<file path="src/design/hierarchical_dirty_page_tracker_assert.svh">
// assertion macros for the dirty page tracker
// no dependencies; taken in by the modules that check their own logic
`ifndef HIERARCHICAL_DIRTY_PAGE_TRACKER_ASSERT_SVH
`define HIERARCHICAL_DIRTY_PAGE_TRACKER_ASSERT_SVH

// property checked on every rising clock edge outside reset
`define HDPT_ASSERT(lbl, clk, rstn, prop, msg) \
  lbl: assert property (@(posedge clk) disable iff (!rstn) prop) else $error(msg);

// property checked on every rising clock edge, reset included
`define HDPT_ASSERT_ALWAYS(lbl, clk, prop, msg) \
  lbl: assert property (@(posedge clk) prop) else $error(msg);

`endif

</file>
<file path="src/design/hdpt_pkg.sv">
// shared types and constants of the dirty page tracker
// no dependencies; used by hdpt_div and hierarchical_dirty_page_tracker
package hdpt_pkg;

  localparam int unsigned PAGES    = 256;
  localparam int unsigned NODES    = 2 * PAGES;
  localparam int unsigned PAGE_W   = $clog2(PAGES);
  localparam int unsigned NODE_W   = $clog2(NODES);
  localparam int unsigned LVL_W    = $clog2(PAGE_W + 1);
  localparam int unsigned DIV_STEPS = 32;

  localparam logic [15:0] EPOCH_WRAP   = 16'd65000;
  localparam logic [6:0]  ROUND_LAST   = 7'd99;
  localparam logic [1:0]  WARM_STAGES  = 2'd2;
  localparam logic [1:0]  WARM_DONE    = 2'd3;
  localparam logic [15:0] PROTECT_RST  = 16'd30;
  localparam logic [15:0] LOG_COST_RST = 16'd100;

  typedef enum logic [1:0] {
    OP_TOUCH = 2'd0,
    OP_END   = 2'd1,
    OP_ROUND = 2'd2
  } op_e;

  typedef enum logic [7:0] {
    REG_PROTECT  = 8'd0,
    REG_LOG_COST = 8'd1
  } reg_e;

  typedef struct packed {
    logic [1:0] operation;
    logic [7:0] page;
  } in_t;

  typedef struct packed {
    logic [7:0]  part_start;
    logic [8:0]  part_pages;
    logic [15:0] log_total;
    logic        model_built;
  } out_t;

  typedef struct packed {
    logic [31:0] count;
    logic [31:0] cost;
  } node_t;

  typedef struct packed {
    logic        start;
    logic [63:0] dividend;
    logic [32:0] divisor;
  } div_req_t;

  typedef struct packed {
    logic        done;
    logic        sat;
    logic [31:0] quot;
  } div_rsp_t;

endpackage

</file>
<file path="src/design/hdpt_div.sv">
// bit-serial divider for the node cost, flags quotients of 2^32 and above
// depends on hdpt_pkg
module hdpt_div import hdpt_pkg::*; (
  input  logic     clk_i,
  input  logic     rst_ni,
  input  div_req_t req_i,
  output div_rsp_t rsp_o
);

  logic        busy_q, busy_d;
  logic        done_q, done_d;
  logic [5:0]  cnt_q, cnt_d;
  logic        sat_q;
  logic [31:0] rem_q, quo_q;
  logic [32:0] div_q;
  logic [32:0] rem_sh, rem_sub;
  logic        ge;

  always_comb begin
    rem_sh  = {rem_q, quo_q[31]};
    ge      = rem_sh >= div_q;
    rem_sub = rem_sh - div_q;
    busy_d  = busy_q;
    done_d  = 1'b0;
    cnt_d   = cnt_q;
    if (req_i.start) begin
      if ({1'b0, req_i.dividend[63:32]} >= req_i.divisor) begin
        done_d = 1'b1;
      end else begin
        busy_d = 1'b1;
        cnt_d  = 6'(DIV_STEPS);
      end
    end else if (busy_q) begin
      cnt_d = cnt_q - 6'd1;
      if (cnt_q == 6'd1) begin
        busy_d = 1'b0;
        done_d = 1'b1;
      end
    end
  end

  always_ff @(posedge clk_i or negedge rst_ni) begin
    if (!rst_ni) begin
      busy_q <= 1'b0;
      done_q <= 1'b0;
      cnt_q  <= '0;
    end else begin
      busy_q <= busy_d;
      done_q <= done_d;
      cnt_q  <= cnt_d;
    end
  end

  always_ff @(posedge clk_i) begin
    if (req_i.start) begin
      sat_q <= {1'b0, req_i.dividend[63:32]} >= req_i.divisor;
      rem_q <= req_i.dividend[63:32];
      quo_q <= req_i.dividend[31:0];
      div_q <= req_i.divisor;
    end else if (busy_q) begin
      rem_q <= ge ? rem_sub[31:0] : rem_sh[31:0];
      quo_q <= {quo_q[30:0], ge};
    end
  end

  assign rsp_o = '{done: done_q, sat: sat_q, quot: quo_q};

endmodule

</file>
<file path="config.mk">
export PLATFORM = sky130hd
export DESIGN_NAME = hdpt_div
export DESIGN_NICKNAME = d
export VERILOG_FILES = /design/src/design/hierarchical_dirty_page_tracker_assert.svh /design/src/design/hdpt_pkg.sv /design/src/design/hdpt_div.sv
export SDC_FILE = /design/constraint.sdc
export NUM_CORES = 1
export LEC_CHECK = 0
export BUFFER_PORTS_ARGS = -buffer_cell sky130_fd_sc_hd__buf_2
export CORE_AREA = 2 2 93 139
export DETAILED_ROUTE_END_ITERATION = 6
export DIE_AREA = 0 0 95 141
export PLACE_DENSITY_LB_ADDON = 0.08
export SLEW_MARGIN = 20
export SYNTH_ARGS = -nofsm -noshare
export SYNTH_HDL_FRONTEND = slang
export SYNTH_SLANG_ARGS = --single-unit
</file>
<file path="constraint.sdc">
create_clock -name clk_i -period 4.8 [get_ports clk_i]
set_clock_uncertainty 0.05 [all_clocks]
set_input_delay 0.72 -clock clk_i [delete_from_list [all_inputs] [get_ports clk_i]]
set_output_delay 0.72 -clock clk_i [all_outputs]
set_load 0.005 [all_outputs]
</file>
==> impl_metrics.tcl, run 1 <==
set metrics [dict create \
    syn-cell-area_sq_um 7170 \
    drive_gt1_share_pct 24.8 \
    synth.distinct_cells 67 \
    ff2ff_setup_slack_ns 1.25 \
    cp-start-kind "flop" \
    wirelength_microns 17700 \
    grt_setup_unrepaired "no" \
    synth_area_leader_cell "edfxtp_1" \
    syn_avg_cell_area_sq_um 10.2 \
    maxSlewHeadroom_pct 47.8 \
    pin_count 134 \
    yosys-top-cells-count "edfxtp_1 (98), nand2_1 (79), inv_1 (73)" \
    r2r_start "quo_q[31]" \
    post-route-min-period_ns 3.55 \
    dp_hpwl_microns 13600 \
    synth-seq-area-share_pct 43.8 \
    cts_max_level 3 \
    p_sw_uw 1850 \
    dr_total_vias 5810 \
    cts_tree "built" \
    synth_fp_nets 874 \
    worst-r2r-cell-count 13 \
    worst_pin_slew_ns 0.775 \
    fill_cells 996 \
    share_seq_of_total_power_pct 32.7 \
    antenna_found_initial 0 \
    clock_latency_ns 0.35 \
    ctsResizeCount 0 \
    post_dp_cell_area_sq_um 7930 \
    first_pass_iters 5 \
    synth_edf_count 98 \
    drt_iter0_drc 271 \
    vias_per_cell 5.89 \
    final_cells 987 \
    core_area_sq_um 12300 \
    crit_type "flop to flop" \
    numPortBuffers 133 \
    multiInputGateArea_sq_um 3620 \
    ant_nets 0 \
    p_leak_uw 0.00381 \
    cts_inserted_buffers 9 \
    irDropWorstVdd_uv 267 \
    fp.dieH_microns 141 \
    synth.most_common_cell "edfxtp_1" \
    start_util_pct 58.2 \
    synth_cells 706 \
    ys_seq_elements 106 \
    grt_max_degree 60 \
    power.density_nw_per_um2 539 \
    end_kind "flop" \
    hold_buffers 0 \
    grt_pass1_vias 5961 \
    grt_pass1_wl_microns 27800 \
    wl_per_cell_microns 17.9 \
    fin_nets 994 \
    num_rows 50 \
    fin_util_pct 66.8 \
    areaGrowthSynthToFinish_pct 14.8 \
    root_buffer "clkbuf_16" \
    switching_share_pct 41.8 \
    layout.area.seq_sq_um 3140 \
    cts_buffer_depth 2 \
    design_area_sq_um 8240 \
    yosysWarnings 0 \
    async_flop_share_pct 7.55 \
    p_comb_share_pct 50.4 \
    fmax_ghz 0.281 \
    clock_power_share_pct 17.0 \
    max_cap_violations 0 \
    dieArea_sq_um 13400 \
    drc_errors 0 \
    setup_ws_ns 1.25 \
    synth.area.top_cells "edfxtp_1 (41%), ha_1 (12%), mux2_2 (5.3%)" \
    clkTransAtPathRegs_ns 0.08 \
    worstReg2RegEnd "rem_q[22]" \
    dp_cells 971 \
    dp_slack_ns 1.26 \
    maxSlewViolCount 0 \
    dominantRegCellSynth "edfxtp_1" \
    cellInternalPower_uw 2580 \
    hold_viol 0 \
    overflow 0 \
    worstPathMaxFanout 3 \
    gp_congestion 0.967 \
    critical_path_arrival_ns 3.61 \
    fin_crit_sh_pct 74.0 \
    cts_sinks 106 \
    hp-class "input port to asynchronous set/reset pin" \
    status "finished, final reports clean" \
    netlist.area_leader.share_pct 41.0 \
    cp.required_ns 4.86 \
    diodes 0 \
    setup_tns_ns 0 \
    finalSetupViolCount 0 \
    post-cts-setup-buffers 0 \
    dieWidth_microns 95 \
    grt.total_usage_pct 26.7 \
]
-- cell type report --
cell class                 instances  area share (%)
sequential                       106            38.2
inverter                          74            3.37
tap                              156            2.37
clock inverter                     7           0.942
timing repair buffer             137            8.48
multi-input combinational        498            43.9
clock buffer                       9            2.73
-- power by group through the flow --
stage          clock (uW)  sequential (uW)  combinational (uW)
6_report              753             1450                2230
5_1_grt               794             1480                2470
4_1_cts               769             1450                2220
3_5_place_dp            0             1460                2200
3_3_place_gp            0             1450                2160
2_1_floorplan           0             1430                1690
-- flip-flops by register name, summed over array words and instances (netlist names) --
register and flops:
done_q 1, rem_q 32, busy_q 1, quo_q 32
cnt_q 6, sat_q 1, div_q 33
-- placed cells by master, fill, tap and decap left out, types with 27 or more instances in the layout --
| master | n |
|---|---|
| mux2_2 | 34 |
| buf_2 | 132 |
| a21oi_1 | 44 |
| ha_1 | 67 |
| inv_1 | 73 |
| nand2_1 | 79 |
| nor2_1 | 27 |
| edfxtp_1 | 98 |
| o21ai_0 | 30 |
-- how the worst max path moves through the flow --
stage,startpoint,to,slack [ns],depth (start not counted)
6_report,quo_q[31],rem_q[22],1.25,13
5_1_grt,rem_q[11],rem_q[22],1.06,9
4_1_cts,quo_q[31],rem_q[22],1.23,13
3_5_place_dp,quo_q[31],rem_q[22],1.26,13
3_3_place_gp,quo_q[31],rem_q[22],1.26,13
2_1_floorplan,quo_q[31],rem_q[22],1.81,13
-- cell families after synthesis --
logic type	synth area share, %
and+or+nand+nor	11.8
DFF	43.8
adders and majority gates	12.0
AOI/OAI and AO/OA	17.3
buffers and inverters	5.76
xor gates and xnor gates	3.78
muxes	5.62
-- per-stage QoR --
stage,power (uW),hold WS [ns]
detailed placement,3670,0.467
global placement,3610,0.430
global route,4740,0.139
finish,4440,0.141
floorplan,3120,0.374
CTS,4430,0.142
-- per-layer routing --
metal,global-route usage (%),up-vias,part of all wire (%)
li1,-,2831,-
met1,29.9,2763,39
met2,49.2,183,54
met3,4.49,33,4.1
met4,10.5,0,3.3
met5,0,-,0
-- worst max-delay path, cell delays in order (launching register included) --
cell	delay (ns)
edfxtp_1	0.42
inv_1	0.08
ha_1	0.16
inv_1	0.05
fa_1	0.40
a21o_1	0.23
a311oi_1	0.43
o21ai_1	0.19
and3_1	0.26
o211ai_2	0.29
and3_1	0.20
o21ai_0	0.09
xor2_1	0.17
a221o_1	0.29
Note: power is estimated with default switching activity, not from simulation.
==> inputs of run 2 (changes only) <==
--- a/config.mk
+++ b/config.mk
@@ -5,10 +5,11 @@
 export SDC_FILE = /design/constraint.sdc
 export NUM_CORES = 1
 export LEC_CHECK = 0
+export ABC_AREA = 1
 export BUFFER_PORTS_ARGS = -buffer_cell sky130_fd_sc_hd__buf_2
-export CORE_AREA = 2 2 93 139
+export CORE_AREA = 2 2 101 152
 export DETAILED_ROUTE_END_ITERATION = 6
-export DIE_AREA = 0 0 95 141
+export DIE_AREA = 0 0 103 154
 export PLACE_DENSITY_LB_ADDON = 0.08
 export SLEW_MARGIN = 20
 export SYNTH_ARGS = -nofsm -noshare
==> constraint.sdc (replaced) <==
create_clock -name clk_i -period 3.67 [get_ports clk_i]
set_clock_uncertainty 0.05 [all_clocks]
set_input_delay 0.5505 -clock clk_i [delete_from_list [all_inputs] [get_ports clk_i]]
set_output_delay 0.5505 -clock clk_i [all_outputs]
set_load 0.005 [all_outputs]
==> impl_metrics.tcl, run 2 <==
set metrics [dict create \
    status "finished, final reports clean" \
    yosysWarnings 0 \
    wirelength_microns 21000 \
    synth.distinct_cells 35 \
    ff2ff_setup_slack_ns 0.77 \
    dominantRegCellSynth "edfxtp_1" \
    post_dp_cell_area_sq_um 9120 \
    worst_hold_slack_ns 0.318 \
    dr_total_vias 7496 \
    worst_pin_slew_ns 0.767 \
    cts_tree "built" \
    cp.required_ns 3.75 \
    cp-start-kind "flop" \
    syn_avg_cell_area_sq_um 7.14 \
    final_cell_mix "nand2_1 (479), inv_1 (208), buf_2 (132)" \
    wl_met3_microns 1190 \
    overflow 0 \
    root_buffer "clkbuf_16" \
    cp_cell_sequence "ha_1, nand2_2, inv_1, nand2_1, nand2_1, inv_2, nand3_2, nand2_4, nand2_4, nand2_4, nand2_4, nand2_1, nand2_1, nand2_1, nand2_1" \
    maxSlewViolCount 0 \
    yosys.area_share.simple_pct 35.7 \
    clock_latency_ns 0.37 \
    largest_reg_flops 33 \
    final_common_cell "nand2_1" \
    start_util_pct 57.4 \
    grt_pass1_vias 7621 \
    wl_met2_microns 10500 \
    finalSetupViolCount 0 \
    fill_cells 1397 \
    synth.most_common_cell "nand2_1" \
    synth_fp_nets 1331 \
    grt_setup_unrepaired "no" \
    setup_tns_ns 0 \
    power.density_nw_per_um2 639 \
    clkTransAtPathRegs_ns 0.08 \
    irDropWorstVdd_uv 324 \
    numPortBuffers 133 \
    muxShareOfSynthArea_pct 0 \
    areaGrowthSynthToFinish_pct 13.3 \
    critPathBufInv 2 \
    grt.total_usage_pct 28.3 \
    cp_slowest_stage_delay_ns 0.42 \
    fin_nets 1456 \
    grt_pass1_wl_microns 35100 \
    routedLengthMet1_microns 8520 \
    fp.dieH_microns 154 \
    diodes 0 \
    ys_seq_elements 106 \
    synth_cells 1163 \
    drive_gt1_share_pct 14.9 \
    synth-xor-area-share_pct 1.48 \
    syn-cell-area_sq_um 8300 \
    synth-seq-area-share_pct 37.8 \
    core_area_sq_um 14500 \
    first_pass_iters 5 \
    crit_family "simple AND/OR/NAND/NOR gates" \
    yosys-top-cells-count "nand2_1 (480), inv_1 (208), edfxtp_1 (98)" \
    hold_viol 0 \
    synth_compound_area_share_pct 3.12 \
    end_kind "flop" \
    design_area_sq_um 9410 \
    critical_path_arrival_ns 2.97 \
    ant_nets 0 \
    regMostFlops "div_q" \
    hp-class "input port to flop" \
    crit_type "flop to flop" \
    p_leak_uw 0.00530 \
    post-route-min-period_ns 2.90 \
    pin_count 134 \
    async_flop_share_pct 7.55 \
    synthAdderAreaFrac_pct 10.3 \
    gp_congestion 0.956 \
    cts_max_level 3 \
    netlist.area_leader.share_pct 35.4 \
    cts_buffer_depth 2 \
    route.top_layer_used "met4" \
    grt_max_degree 69 \
    post-cts-setup-buffers 0 \
    synth_top_family_by_area "simple AND/OR/NAND/NOR gates" \
    num_rows 54 \
    dieArea_sq_um 15900 \
    critPathSlowestCell "edfxtp_1" \
    fmax_ghz 0.345 \
    synth_edf_count 98 \
    max_cap_violations 0 \
    drc_errors 0 \
    cts_sinks 106 \
    path_common_cell "nand2_1" \
    vias_per_cell 5.03 \
    antenna_found_initial 0 \
    maxSlewHeadroom_pct 48.9 \
    synth_area_leader_cell "edfxtp_1" \
    dieWidth_microns 103 \
    wl_per_cell_microns 14.1 \
    fin_crit_sh_pct 79.0 \
    dp_hpwl_microns 16400 \
    synth.area.top_cells "edfxtp_1 (35%), nand2_1 (22%), ha_1 (10%)" \
    cts_inserted_buffers 9 \
    largestRegisters "div_q x33, quo_q x32, rem_q x32" \
    worstPathMaxFanout 33 \
    drt_iter0_drc 405 \
]
-- run 2: power breakdown --
part           internal (uW)  switching, uW  total [uW]
sequential              1650            147        1800
clock                    471            483         954
combinational           1180           2070        3250
-- run 2: what timing repair did --
action	in CTS	in global routing
hold buffers	1	0
endpoints found under the hold margin	8	0
resized for setup	0	0
-- run 2: cell families (layout without fill, tap and decap cells) --
kind of cell,Yosys count,in the layout
AO/OA/AOI/OAI,46,46
XOR/XNOR,14,14
adder cells (fa/ha/maj),68,68
buffers and inverters,238,368
flip-flops,106,106
AND/OR/NAND/NOR,691,691
-- run 2: final timing paths --
path | from | endpoint | cells after the start
worst max-delay path | rem_q[6] | rem_q[31] | 15
worst min-delay path | req_i[24] | div_q[24] | 1
worst max register to register | rem_q[6] | rem_q[31] | 15
worst min register to register | cnt_q[1] | cnt_q[1] | 2
max in group asynchronous | rst_ni | cnt_q[5] | 2
min in group asynchronous | rst_ni | cnt_q[3] | 2
-- run 2: area by class of cell --
| class | instances | area (sq um) | area share, % |
|---|---|---|---|
| Multi-Input combinational cell | 819 | 4210 | 44.7 |
| Sequential cell | 106 | 3140 | 33.4 |
| Inverter | 212 | 796 | 8.46 |
| Timing Repair Buffer | 140 | 736 | 7.82 |
| Tap cell | 196 | 245 | 2.61 |
| Clock buffer | 10 | 229 | 2.43 |
| Clock inverter | 6 | 48.8 | 0.519 |
-- run 2: routing by layer --
metal  vias to the layer above  global-route usage [%]
li1                       3883                       -
met1                      3350                    33.7
met2                       218                    49.2
met3                        45                    4.73
met4                         0                    12.4
met5                         -                       0
-- run 2: stage by stage --
| stage | utilization [%] | std cells | worst slack, ns | total power [uW] |
|---|---|---|---|---|
| 2_1_floorplan | - | 1163 | 0.574 | 4280 |
| 3_3_place_gp | 63.1 | 1472 | 0.824 | 4990 |
| 3_5_place_dp | 63.1 | 1472 | 0.808 | 5040 |
| 4_1_cts | 65.0 | 1489 | 0.787 | 6010 |
| 5_1_grt | 65.0 | 1489 | 0.474 | 6560 |
| 6_report | 65.0 | 1489 | 0.772 | 6010 |
